$ cat src/rtl/mme_pkg.sv
// Matrix multiply engine: shared constants, command codes and pipeline token type.
// No dependencies.
`default_nettype none

package mme_pkg;

    localparam int MAX_DIM_DEF    = 8;
    localparam int ELEM_WIDTH_DEF = 16;
    localparam int ACC_WIDTH_DEF  = 40;

    localparam int IDX_W  = 3;    // row / column / k index fields
    localparam int DIM_W  = 4;    // size registers
    localparam int PADDR_W = 4;
    localparam int PDATA_W = 32;

    localparam logic [1:0] FUNC_LOAD_A  = 2'd0;
    localparam logic [1:0] FUNC_LOAD_B  = 2'd1;
    localparam logic [1:0] FUNC_COMPUTE = 2'd2;

    localparam logic [1:0] REG_ROWS  = 2'd0;
    localparam logic [1:0] REG_INNER = 2'd1;
    localparam logic [1:0] REG_COLS  = 2'd2;

    typedef struct packed {
        logic             valid;
        logic             first;
        logic             lastk;
        logic [IDX_W-1:0] k;
    } mme_tok_t;

    // 0 is taken as 1, anything above the array size as the array size
    function automatic logic [DIM_W-1:0] eff_dim(input logic [DIM_W-1:0] v, input int maxd);
        logic [DIM_W-1:0] r;
        begin
            if (v == '0)
                r = DIM_W'(1);
            else if (int'(v) > maxd)
                r = DIM_W'(maxd);
            else
                r = v;
            return r;
        end
    endfunction

endpackage

`default_nettype wire

$ cat src/rtl/mme_ram.sv
// Generic single-write, single-read RAM with registered read data.
// No dependencies.
`default_nettype none

module mme_ram #(
    parameter int WIDTH = 16,
    parameter int DEPTH = 64,
    localparam int AW = (DEPTH > 1) ? $clog2(DEPTH) : 1
) (
    input  wire logic             clk,
    input  wire logic             we,
    input  wire logic [AW-1:0]    waddr,
    input  wire logic [WIDTH-1:0] wdata,
    input  wire logic [AW-1:0]    raddr,
    output logic      [WIDTH-1:0] rdata
);

    logic [WIDTH-1:0] mem [DEPTH];

    always_ff @(posedge clk)
    begin
        if (we)
        begin
            mem[waddr] <= wdata;
        end
        rdata <= mem[raddr];
    end

endmodule

`default_nettype wire

$ cat src/rtl/mme_mac_cell.sv
// One column cell: holds its column of B, multiplies the passing A element and
// accumulates. Depends on mme_pkg and mme_ram.
`default_nettype none

module mme_mac_cell import mme_pkg::*; #(
    parameter int MAX_DIM    = MAX_DIM_DEF,
    parameter int ELEM_WIDTH = ELEM_WIDTH_DEF,
    parameter int ACC_WIDTH  = ACC_WIDTH_DEF
) (
    input  wire logic                   clk,
    input  wire logic                   rst_n,
    input  wire logic                   b_we,
    input  wire logic [IDX_W-1:0]       b_waddr,
    input  wire logic [ELEM_WIDTH-1:0]  b_wdata,
    input  wire mme_tok_t               tok_in,
    input  wire logic [ELEM_WIDTH-1:0]  a_in,
    output mme_tok_t                    tok_out,
    output logic      [ELEM_WIDTH-1:0]  a_out,
    output logic      [ACC_WIDTH-1:0]   acc,
    output logic                        done
);

    localparam int KAW = (MAX_DIM > 1) ? $clog2(MAX_DIM) : 1;
    localparam int PW  = 2 * ELEM_WIDTH;
    localparam int XW  = (PW > ACC_WIDTH) ? PW : ACC_WIDTH;

    logic [ELEM_WIDTH-1:0]  b_rdata;
    mme_tok_t               s1_reg;
    mme_tok_t               p_reg;
    logic [ELEM_WIDTH-1:0]  a_s1_reg;
    logic signed [PW-1:0]   prod_reg;
    logic signed [XW-1:0]   prod_ext;
    logic [ACC_WIDTH-1:0]   acc_reg;
    logic [ACC_WIDTH-1:0]   acc_next;
    logic                   done_reg;

    mme_ram #(
        .WIDTH (ELEM_WIDTH),
        .DEPTH (MAX_DIM)
    ) u_b_col (
        .clk   (clk),
        .we    (b_we),
        .waddr (b_waddr[KAW-1:0]),
        .wdata (b_wdata),
        .raddr (tok_in.k[KAW-1:0]),
        .rdata (b_rdata)
    );

    assign prod_ext = XW'(prod_reg);
    assign acc_next = p_reg.first ? prod_ext[ACC_WIDTH-1:0]
                                  : acc_reg + prod_ext[ACC_WIDTH-1:0];

    always_ff @(posedge clk or negedge rst_n)
    begin
        if (!rst_n)
        begin
            s1_reg   <= '0;
            p_reg    <= '0;
            done_reg <= 1'b0;
        end
        else
        begin
            s1_reg   <= tok_in;
            p_reg    <= s1_reg;
            done_reg <= p_reg.valid & p_reg.lastk;
        end
    end

    always_ff @(posedge clk)
    begin
        a_s1_reg <= a_in;
        prod_reg <= signed'(a_s1_reg) * signed'(b_rdata);
        if (p_reg.valid)
        begin
            acc_reg <= acc_next;
        end
    end

    assign tok_out = s1_reg;
    assign a_out   = a_s1_reg;
    assign acc     = acc_reg;
    assign done    = done_reg;

endmodule

`default_nettype wire

$ cat config.mk
export PLATFORM = sky130hd
export DESIGN_NAME = mme_mac_cell
export DESIGN_NICKNAME = d
export VERILOG_FILES = /design/src/rtl/mme_pkg.sv /design/src/rtl/mme_ram.sv /design/src/rtl/mme_mac_cell.sv
export SDC_FILE = /design/constraint.sdc
export NUM_CORES = 1
export LEC_CHECK = 0
export ABC_AREA = 1
export BUFFER_PORTS_ARGS = -buffer_cell sky130_fd_sc_hd__clkbuf_2
export CAP_MARGIN = 20
export CORE_MARGIN = 2
export CORE_UTILIZATION = 55
export DETAILED_ROUTE_END_ITERATION = 12
export GPL_ROUTABILITY_DRIVEN = 0
export HOLD_SLACK_MARGIN = 0.1
export PLACE_DENSITY = 0.83
export SLEW_MARGIN = 20
export SYNTH_ARGS = -nofsm -noshare
export SYNTH_HDL_FRONTEND = slang
export SYNTH_SLANG_ARGS = --single-unit
$ cat constraint.sdc
create_clock -name clk -period 13.5 [get_ports clk]
set_input_delay 0.675 -clock clk [delete_from_list [all_inputs] [get_ports clk]]
set_output_delay 0.675 -clock clk [all_outputs]
set_load 0.005 [all_outputs]
==> results.toml <==
[outcome]
status = "finished clean"

[critical_path]
end_kind = "register"
r2r-start = "u_b_col.rdata[1]"
arrival_ns = 6.60
cp-endpoint = "prod_reg[29]"
path_cells = "nand2_1, inv_1, fa_1, fa_1, fa_1, fa_1, fa_1, inv_1, fa_1, inv_1, ha_1, nand2_1, nor2_1, inv_1, nor3_1, o21ai_0, nand3_1, xor2_1"
start_kind = "register"
required_ns = 13.99
worst-setup-path-type = "register to register"
rr_worst_depth = 18
critPathMaxStageDelay_ns = 0.83
cp-startpoint = "u_b_col.rdata[1]"
worstPathMaxFanout = 16
r2r-end = "prod_reg[29]"
cpMostUsedCell = "fa_1"
ff2ff_setup_slack_ns = 7.39
cp_slowest_cell = "fa_1"

[global_routing]
grt_antenna_before_repair = 0
overflow = 0
grt_pass1_vias = 18500
grt_pass1_wl_um = 89000
track_usage_pct = 26.9
grt_max_degree = 67

[placed_design]
port_buffers = 106
hpwl_um = 41700

[sta]
worstMarginPinSlew_ns = 1.11
finalCritPeriodShare_pct = 45.3
final_hold_viol_count = 0
slew_violations = 0
max_slew_margin_pct = 25.6
grt_setup_unrepaired = "false"
fin_tns_setup_ns = 0
min_period_ns = 6.11
max_freq_mhz = 164
final-setup-viol-count = 0
finClkSkew_ns = 0.0178

[final_layout]
num-fill-cells = 3162
regArea_um2 = 6580
multi_input_area_um2 = 12800
n_antenna_cell = 0
area_growth_pct = 8.22
layout-drive-gt1-share_pct = 8.81
fin_nets = 3111
largest_reg_flops = 128

[drt]
initialDrtViolationCount = 1462
antenna_left = 0
first_pass_iters = 7
wirelength_um = 53500
routed-via-count = 17400
drc = 0
wl_per_cell_um = 16.6
vias_per_cell = 5.40

[die]
start_util_pct = 55.4
die_x_um = 204
fp-row-count = 73
die_h_um = 204
num_io_pins = 107
core_area_um2 = 39500
die_area_um2 = 41400

[logic_synthesis]
synth_warnings = 0
synth-seq-area-share_pct = 30.0
synth_edf_count = 168
syn_area_um2 = 21900
ys_seq_elements = 242
netlist.top_cell.by_area = "fa_1"
synth_top_area_share_pct = 24.0
ys_types = 42
async_flop_share_pct = 4.13
synthFlopType = "edfxtp_1"
avgSynthCellArea_um2 = 8.35
synth.area.top_cells = "fa_1 (24%), edfxtp_1 (23%), nand2_1 (12%), inv_1 (9.6%), ha_1 (6.9%)"
syn_nets = 3052
synth_cells = 2624

[clock_tree]
clock-sinks = 242
cts-resized-gates = 0
clockBufferDepth = 3
cts_root_buffer = "clkbuf_16"
cts.clk_slew.worst_paths_ns = 0.07
htree_levels = 1
cts_buffers = 26
tritoncts = "yes"
clock_latency_ns = 0.57
post-cts-setup-buffer-count = 0

[flow_run]
maxCapViolCount = 0

[worst_hold_path]
hp-class = "input port to register"
==> cells in the mapped netlist (9+ instances only) <==
cell type	count
nand3b_1	13
dfrtp_1	10
o22ai_1	16
nand2_2	21
nand4_1	20
a21o_1	11
nor2_2	21
edfxtp_1	168
xor2_1	21
clkbuf_1	77
xnor2_1	17
nor2_1	218
inv_1	562
fa_1	263
a31oi_1	21
dfxtp_1	64
nand3_1	87
o21ai_0	79
o21ai_1	12
buf_2	9
a21oi_1	51
nand2_1	677
ha_1	121
==> metrics by stage <==
step           area (um^2)  worst slack [ns]  hold slack, ns  util [%]  std cells
2_1_floorplan        21900              7.95           0.376         -       2624
3_3_place_gp         22800              7.66           0.362      57.8       3178
3_5_place_dp         22800              7.50           0.363      57.8       3178
4_1_cts              23700              7.47           0.177      59.9       3227
5_1_grt              23700              7.09           0.191      60.0       3228
6_report             23700              7.39           0.202      60.0       3228
==> worst max-delay path, delay by kind of cell (launching register included) <==
family                     cells  cell delay (ns)
AOI/OAI and AO/OA              1             0.16
xor gates and xnor gates       1             0.15
adders and majority gates      7             3.73
buffers and inverters          4             0.37
DFF                            1             0.71
and+or+nand+nor                5             0.91
==> cells by family after synthesis <==
| logic type | count (synthesis) | synth area share (%) |
|---|---|---|
| flops | 242 | 30.0 |
| buf+inv | 660 | 11.4 |
| simple gates | 1088 | 20.6 |
| compound gates | 212 | 5.56 |
| xor+xnor | 38 | 1.52 |
| fa+ha+maj | 384 | 30.9 |
==> cells in the final DEF, fill, tap and decap left out, types with 2 or more instances in the layout <==
| master | count |
|---|---|
| a21o_1 | 11 |
| o21bai_1 | 6 |
| or2_2 | 7 |
| o21ai_0 | 79 |
| xnor2_1 | 17 |
| nor2_2 | 21 |
| nor2_4 | 4 |
| clkinv_1 | 7 |
| nor3_2 | 2 |
| o21ai_2 | 2 |
| clkbuf_1 | 5 |
| nand3_2 | 5 |
| clkbuf_16 | 28 |
| nand2_2 | 21 |
| dfrtp_1 | 9 |
| nand3b_1 | 13 |
| or2_1 | 5 |
| nand3_1 | 87 |
| a21oi_1 | 51 |
| ha_1 | 121 |
| nand2_1 | 677 |
| a31oi_1 | 21 |
| clkinv_2 | 3 |
| nor3_1 | 7 |
| o22ai_1 | 16 |
| inv_2 | 8 |
| buf_4 | 12 |
| dfxtp_1 | 64 |
| fa_1 | 263 |
| xor2_1 | 21 |
| o21ai_1 | 12 |
| inv_1 | 561 |
| edfxtp_1 | 168 |
| a21boi_0 | 2 |
| nor2_1 | 218 |
| clkbuf_2 | 106 |
| a21oi_2 | 8 |
| nand4_1 | 20 |
==> worst min path at each step <==
| stage | start | endpoint | cells after the start |
|---|---|---|---|
| 4_1_cts | a_in[6] | a_out[6] | 1 |
| 2_1_floorplan | rst_n | done | 0 |
| 5_1_grt | a_in[13] | a_out[13] | 1 |
| 6_report | a_in[6] | a_out[6] | 1 |
| 3_3_place_gp | tok_out[5] | p_reg[5] | 0 |
| 3_5_place_dp | tok_out[5] | p_reg[5] | 0 |
==> final cells by class <==
cell class | instances | area share, %
inverters | 571 | 9.04
flip-flops and latches | 242 | 27.7
multi-input cells | 1722 | 54.2
clock inverters | 14 | 0.470
well taps | 525 | 2.77
clock buffers | 34 | 3.09
repair buffers | 120 | 2.72
==> routing by layer <==
metal	part of all wire [%]	global-route usage [%]	up-vias
met5	0	0	-
met3	8.3	4.44	198
met1	39	33.1	8317
met2	48	46.6	832
met4	4.3	11.8	0
li1	-	-	8097
==> timing repair <==
item,4_1_cts,5_1_grt
hold buffers,1,0
hold endpoints to repair,10,0
endpoints found under the setup margin,0,0
Power is not shown: default switching activity piles up to over one toggle a cycle in this logic, so the estimate is an artifact.
