--- src/rtl/mme_ram.sv ---
// Generic single-write, single-read RAM with registered read data.
// No dependencies.
`default_nettype none

module mme_ram #(
    parameter int WIDTH = 16,
    parameter int DEPTH = 64,
    localparam int AW = (DEPTH > 1) ? $clog2(DEPTH) : 1
) (
    input  wire logic             clk,
    input  wire logic             we,
    input  wire logic [AW-1:0]    waddr,
    input  wire logic [WIDTH-1:0] wdata,
    input  wire logic [AW-1:0]    raddr,
    output logic      [WIDTH-1:0] rdata
);

    logic [WIDTH-1:0] mem [DEPTH];

    always_ff @(posedge clk)
    begin
        if (we)
        begin
            mem[waddr] <= wdata;
        end
        rdata <= mem[raddr];
    end

endmodule

`default_nettype wire

--- config.mk ---
export PLATFORM = sky130hd
export DESIGN_NAME = mme_ram
export DESIGN_NICKNAME = d
export VERILOG_FILES = /design/src/rtl/mme_ram.sv
export SDC_FILE = /design/constraint.sdc
export NUM_CORES = 1
export LEC_CHECK = 0
export BUFFER_PORTS_ARGS = -buffer_cell sky130_fd_sc_hd__buf_2
export CAP_MARGIN = 40
export CELL_PAD_IN_SITES_DETAIL_PLACEMENT = 0
export CELL_PAD_IN_SITES_GLOBAL_PLACEMENT = 2
export CORE_UTILIZATION = 51
export DETAILED_ROUTE_END_ITERATION = 16
export GPL_ROUTABILITY_DRIVEN = 0
export HOLD_SLACK_MARGIN = 0.06
export PLACE_DENSITY = 0.86
export SLEW_MARGIN = 20
export SYNTH_ARGS = -nofsm -noshare
export SYNTH_HDL_FRONTEND = slang
export SYNTH_SLANG_ARGS = --single-unit
--- constraint.sdc ---
create_clock -name clk -period 2.95 [get_ports clk]
set_clock_uncertainty 0.1 [all_clocks]
set_input_delay 0.59 -clock clk [delete_from_list [all_inputs] [get_ports clk]]
set_output_delay 0.59 -clock clk [all_outputs]
set_load 0.01 [all_outputs]
==> results.toml, run 1 <==
[run_status]
outcome = "complete, no violations"

[grt]
grt_use_total_pct = 24.58
grt_pass1_wl_microns = 138700
grt_max_degree = 65
antenna_found_initial = 7
grt_pass1_vias = 20260
overflow = 0

[logic_synthesis]
syn_inst = 1829
syn-num-nets = 1859
ys_ff_latch = 1040
yosysUniqueCellTypes = 43
syn_area_sq_mm = 0.04004
ys.flop_type = "edfxtp_1"
syn_area_per_cell_sq_um = 21.89
synth_warnings = 0
synth_edf_count = 1024
ys_seq_area_share_pct = 77.59
async_flop_share_pct = 0

[detailed_routing]
drt-wirelength-per-cell_microns = 29.68
dr_total_vias = 19840
first_pass_iters = 6
final_antenna_net_count = 0
drt_iter0_drc = 2407
routed_wl_microns = 95370
drt-vias-per-instance = 6.176
drc = 0

[sta]
rsz0062_at_grt = "false"
min_period_ns = 2.451
worst_pin_slew_ns = 0.8891
hold_viol = 0
slew_violations = 0
period_share_pct = 83.08
tns_ns = 0
fmax_mhz = 408.0
slew_headroom_pct = 40.73
setup_viol = 0
hold_ws_ns = 0.2510

[final_layout]
syn_to_final_growth_pct = 15.08
fillers = 5517
layout-drive-gt1-share_pct = 30.05
layout.cells.non_filler = 3213
finalNetCount = 2121

[worst_setup_path]
r2r-start = "mem[5][3]$_DFFE_PP_"
worstPathMaxFanout = 33
path_cells = "buf_6 > buf_12 > buf_4 > mux2i_1 > a22oi_1 > a31oi_1 > a311oi_1"
path_depth = 7
worstPathRequired_ns = 3.35
crit_family = "compound AO/OA/AOI/OAI gates"
crit_slowest_cell = "a311oi_1"
ff2ff_path_depth = 6
critPathCaptureType = "flip-flop"
critPathBufInv = 3
worstSetupStartpointType = "input pin"
r2r-end = "rdata[3]$_DFF_P_"
reg2reg_slack_ns = 0.68
crit_arrival_ns = 2.85
max_stage_delay_ns = 0.54
path_class = "input pin to flip-flop"

[floorplan]
die_w_microns = 282.2
die_area_sq_mm = 0.07964
io_pins = 46
core_area_sq_mm = 0.07759
start_util_pct = 51.60
rows = 102
die_y_microns = 282.2

[clock_tree]
post-cts-setup-buffers = 0
h-tree-depth = 3
insertion_delay_ns = 0.70
cts.sinks = 1040
clk_pin_slew_ns = 0.06
holdBufCountCts = 0
clk_path_buf_depth = 3
cts_resized = 0
cts_tree = "yes"
numCtsBuffers = 104
root_buffer = "clkbuf_16"

[pwr]
power.density_mw_per_mm2 = 665.7
peakVddDrop_uv = 503.8
p_leak_nw = 14.91

[hold_path]
hold_path_class = "input pin to flip-flop"
worstHoldStart = "wdata[6]"
hold_path_end = "mem[46][6]$_DFFE_PP_"
min_path_cells = 1

[place]
dp_hpwl_microns = 59390
dp_cells = 3025
port-buffer-count = 45

[flow_run]
cap_violations = 0
state kept, by name, summed over array words and instances (netlist names):
signal,flops
rdata,16
mem,1024
layout make-up:
type | count | area, sq um | share of cell area, %
sequential | 1040 | 31070 | 67.43
multi-input combinational | 685 | 8249 | 17.90
clock buffer | 136 | 2763 | 5.995
timing repair buffer | 260 | 2197 | 4.768
tap | 1040 | 1301 | 2.824
clock inverter | 49 | 491.7 | 1.067
antenna | 3 | 7.507 | 0.01629
per-layer routing:
metal | track usage (%) | vias up | routed length [microns]
met3 | 5.129 | 166 | 8967
met2 | 38.81 | 1002 | 45490
met1 | 34.96 | 10470 | 38400
met5 | 0 | - | 30
met4 | 7.069 | 4 | 2479
li1 | - | 8196 | -
logic make-up (layout without fill, tap and decap cells):
kind of cell | Yosys count | in the layout | share of synthesized area, %
flip-flops | 1040 | 1040 | 77.59
AND/OR/NAND/NOR | 220 | 220 | 2.647
AO/OA/AOI/OAI | 129 | 129 | 2.409
buffers and inverters | 104 | 445 | 1.831
other | 0 | 3 | 0
multiplexers | 336 | 336 | 15.52
cells in the final DEF (no fill, tap or decap), types with 12 or more instances in the layout:
| master | n |
|---|---|
| edfxtp_1 | 1024 |
| mux4_2 | 220 |
| buf_4 | 189 |
| clkbuf_16 | 104 |
| mux2i_1 | 85 |
| nor2_1 | 72 |
| nand2_1 | 59 |
| buf_2 | 42 |
| a22oi_1 | 39 |
| nor2b_1 | 30 |
| clkbuf_1 | 28 |
| mux2_2 | 27 |
| buf_12 | 25 |
| nand3_1 | 24 |
| clkinv_1 | 21 |
| a21oi_1 | 17 |
| a221oi_1 | 16 |
| dfxtp_1 | 16 |
| clkinv_2 | 14 |
| nand4_1 | 12 |
synth_stat cells, types with 12 or more instances:
cell / instances / area [sq um]
buf_6: 17 / 191.4
a22oi_1: 39 / 292.8
clkbuf_1: 24 / 90.09
dfxtp_1: 16 / 320.3
nor2_1: 72 / 270.3
buf_4: 13 / 97.59
mux4_2: 220 / 4955
a21oi_1: 17 / 85.08
nand4_1: 12 / 75.07
buf_2: 36 / 180.2
edfxtp_1: 1024 / 30750
nor2b_1: 30 / 187.7
a221oi_1: 16 / 140.1
nand3_1: 24 / 120.1
mux2_2: 27 / 304.0
mux2i_1: 85 / 850.8
nand2_1: 59 / 221.5
worst register-to-register path: stages (launching register included):
cell      delay (ns)
edfxtp_1        0.36
mux4_2          0.48
mux2i_1         0.16
buf_4           0.14
a22oi_1         0.15
a31oi_1         0.58
a311oi_1        0.12
report_power, final:
group          internal, W  total (W)  switching (W)
clock              0.00706     0.0126        0.00554
sequential          0.0164     0.0164      0.0000495
combinational     0.000668    0.00166       0.000997
total               0.0241     0.0307        0.00658
worst max-delay path by stage:
stage / start / to / slack, ns
2_1_floorplan: waddr[3] / mem[48][0]$_DFFE_PP_ / 0.23
3_3_place_gp: raddr[1] / rdata[9]$_DFF_P_ / -0.09
3_5_place_dp: raddr[0] / rdata[8]$_DFF_P_ / -0.09
4_1_cts: raddr[0] / rdata[8]$_DFF_P_ / 0.62
5_1_grt: raddr[1] / rdata[9]$_DFF_P_ / 0.51
6_report: raddr[1] / rdata[9]$_DFF_P_ / 0.50
stage by stage:
step	instance area, sq um	util, %	total power [W]	worst slack, ns
final	46080	59.38	0.03067	0.4992
after global routing	46070	59.38	0.03147	0.5079
after CTS	46070	59.38	0.03080	0.6155
after detailed placement	42820	55.18	0.01838	-0.08809
after global placement	42770	55.13	0.01833	-0.08587
after floorplan	40040	-	0.01756	0.2252
Note: power is estimated with default switching activity, not from simulation.
==> inputs of run 2 (changes only) <==
clock period = 2.4 ns   (was 2.95 ns; I/O delays follow)
==> run 2 against run 1 <==
  * Final area grew 2.2%
  * Utilization grew 1.3 points
  * Sequential share of layout area shrank 1.5 points
  * Combinational power grew 32%
  * First-iteration DRC count shrank 6.0%
  * Largest power group unchanged
==> results.toml, run 2 (synthesis gave the netlist of run 1 again) <==
[worst_setup_path]
worstSetupStartpointType = "flip-flop"
worstPathMaxFanout = 1
path_depth = 6
ff2ff_path_depth = 6
critPathCaptureType = "flip-flop"
worstPathRequired_ns = 2.81
crit_arrival_ns = 2.62
crit_slowest_cell = "mux4_2"
path_cells = "mux4_2 > mux2i_1 > a22oi_1 > a31oi_1 > buf_4 > a311oi_1"
crit_family = "multiplexers"
critPathBufInv = 1
path_class = "flip-flop to flip-flop"
max_stage_delay_ns = 0.46
reg2reg_slack_ns = 0.19

[grt]
grt_use_total_pct = 24.85
grt_max_degree = 65
grt_pass1_wl_microns = 140000
overflow = 0
grt_pass1_vias = 20230
antenna_found_initial = 2

[detailed_routing]
final_antenna_net_count = 0
first_pass_iters = 5
drc = 0
drt-wirelength-per-cell_microns = 29.44
drt_iter0_drc = 2262
dr_total_vias = 20080
drt-vias-per-instance = 6.112
routed_wl_microns = 96710

[final_layout]
layout.cells.non_filler = 3285
largest_reg_flops = 1024
syn_to_final_growth_pct = 17.64
largest_register = "mem"
final_common_cell = "edfxtp_1"
reg.largest.list = "mem x1024, rdata x16"
finalNetCount = 2183
mostFrequentLayoutCells = "edfxtp_1 (1024), mux4_2 (220), buf_4 (211)"
layout-drive-gt1-share_pct = 32.65
finalInstanceArea_sq_mm = 0.04710

[clock_tree]
post-cts-setup-buffers = 0
root_buffer = "clkbuf_16"
h-tree-depth = 3
cts_tree = "yes"
insertion_delay_ns = 0.67
clk_path_buf_depth = 3
holdBufCountCts = 0
numCtsBuffers = 102
clk_pin_slew_ns = 0.06
cts.sinks = 1040
cts_resized = 0

[floorplan]
core_area_sq_mm = 0.07759
start_util_pct = 51.60
die_y_microns = 282.2
io_pins = 46
rows = 102
die_w_microns = 282.2
die_area_sq_mm = 0.07964

[place]
dp_cells = 3087
port-buffer-count = 45
dp_hpwl_microns = 61020
dpl-instance-area_sq_mm = 0.04378

[flow_run]
cap_violations = 0

[pwr]
peakVddDrop_uv = 653.8
p_leak_nw = 15.39
power.density_mw_per_mm2 = 806.8

[sta]
worst_pin_slew_ns = 0.7736
slew_violations = 0
min_period_ns = 2.207
fmax_mhz = 453.1
hold_viol = 0
period_share_pct = 91.95
rsz0062_at_grt = "false"
setup_viol = 0
slew_headroom_pct = 48.32

[hold_path]
hold_path_class = "input pin to flip-flop"
min_path_cells = 2

[run_status]
outcome = "complete, no violations"
## run 2: cell types whose count changed in the layout (fill, tap and decap cells not counted), sizes merged
| cell | delta |
|---|---|
| diode | +3 |
| bufinv | +3 |
| buf | +63 |
| dlygate4sd3 | +1 |
| clkinvlp | +5 |
| inv | -1 |
| clkbuf | -13 |
| clkinv | +11 |
## run 2: power breakdown
part	internal, W	switching, W
clock	0.00897	0.00667
combinational	0.000928	0.00126
sequential	0.0201	0.0000761
total	0.0300	0.00801
## run 2: metal layers
metal / part of all wire [%] / vias up / global-route usage [%] / routed length, microns
met5: 0 / - / 0 / 0
met1: 41 / 10740 / 35.00 / 39370
met2: 49 / 848 / 40.00 / 47070
li1: - / 8342 / - / -
met4: 3.0 / 0 / 8.177 / 2885
met3: 7.6 / 149 / 4.080 / 7384
## run 2: layout make-up
| class | count | area (sq um) |
|---|---|---|
| sequential | 1040 | 31070 |
| fill | 5456 | 30490 |
| multi-input combinational | 685 | 8249 |
| timing repair buffer | 324 | 3186 |
| clock buffer | 123 | 2735 |
| tap | 1040 | 1301 |
| clock inverter | 67 | 548.0 |
| antenna | 6 | 15.01 |
## run 2: final timing paths
check	startpoint	end
worst max-delay path	mem[22][9]$_DFFE_PP_	rdata[9]$_DFF_P_
worst min-delay path	wdata[9]	mem[17][9]$_DFFE_PP_
worst max register to register	mem[22][9]$_DFFE_PP_	rdata[9]$_DFF_P_
worst min register to register	mem[32][5]$_DFFE_PP_	rdata[5]$_DFF_P_
## run 2: stage by stage
| step | TNS [ns] | utilization (%) | hold WS, ns | setup slack (ns) | total power [W] |
|---|---|---|---|---|---|
| after global placement | -3.625 | 56.42 | 0.7492 | -0.3925 | 0.02268 |
| after global routing | 0 | 60.69 | 0.2275 | 0.1428 | 0.03902 |
| after floorplan | -17.19 | - | 0.4789 | -0.1378 | 0.02158 |
| after detailed placement | -4.005 | 56.42 | 0.7735 | -0.4044 | 0.02274 |
| after CTS | 0 | 60.65 | 0.2013 | 0.1997 | 0.03822 |
| final | 0 | 60.71 | 0.2195 | 0.1931 | 0.03800 |
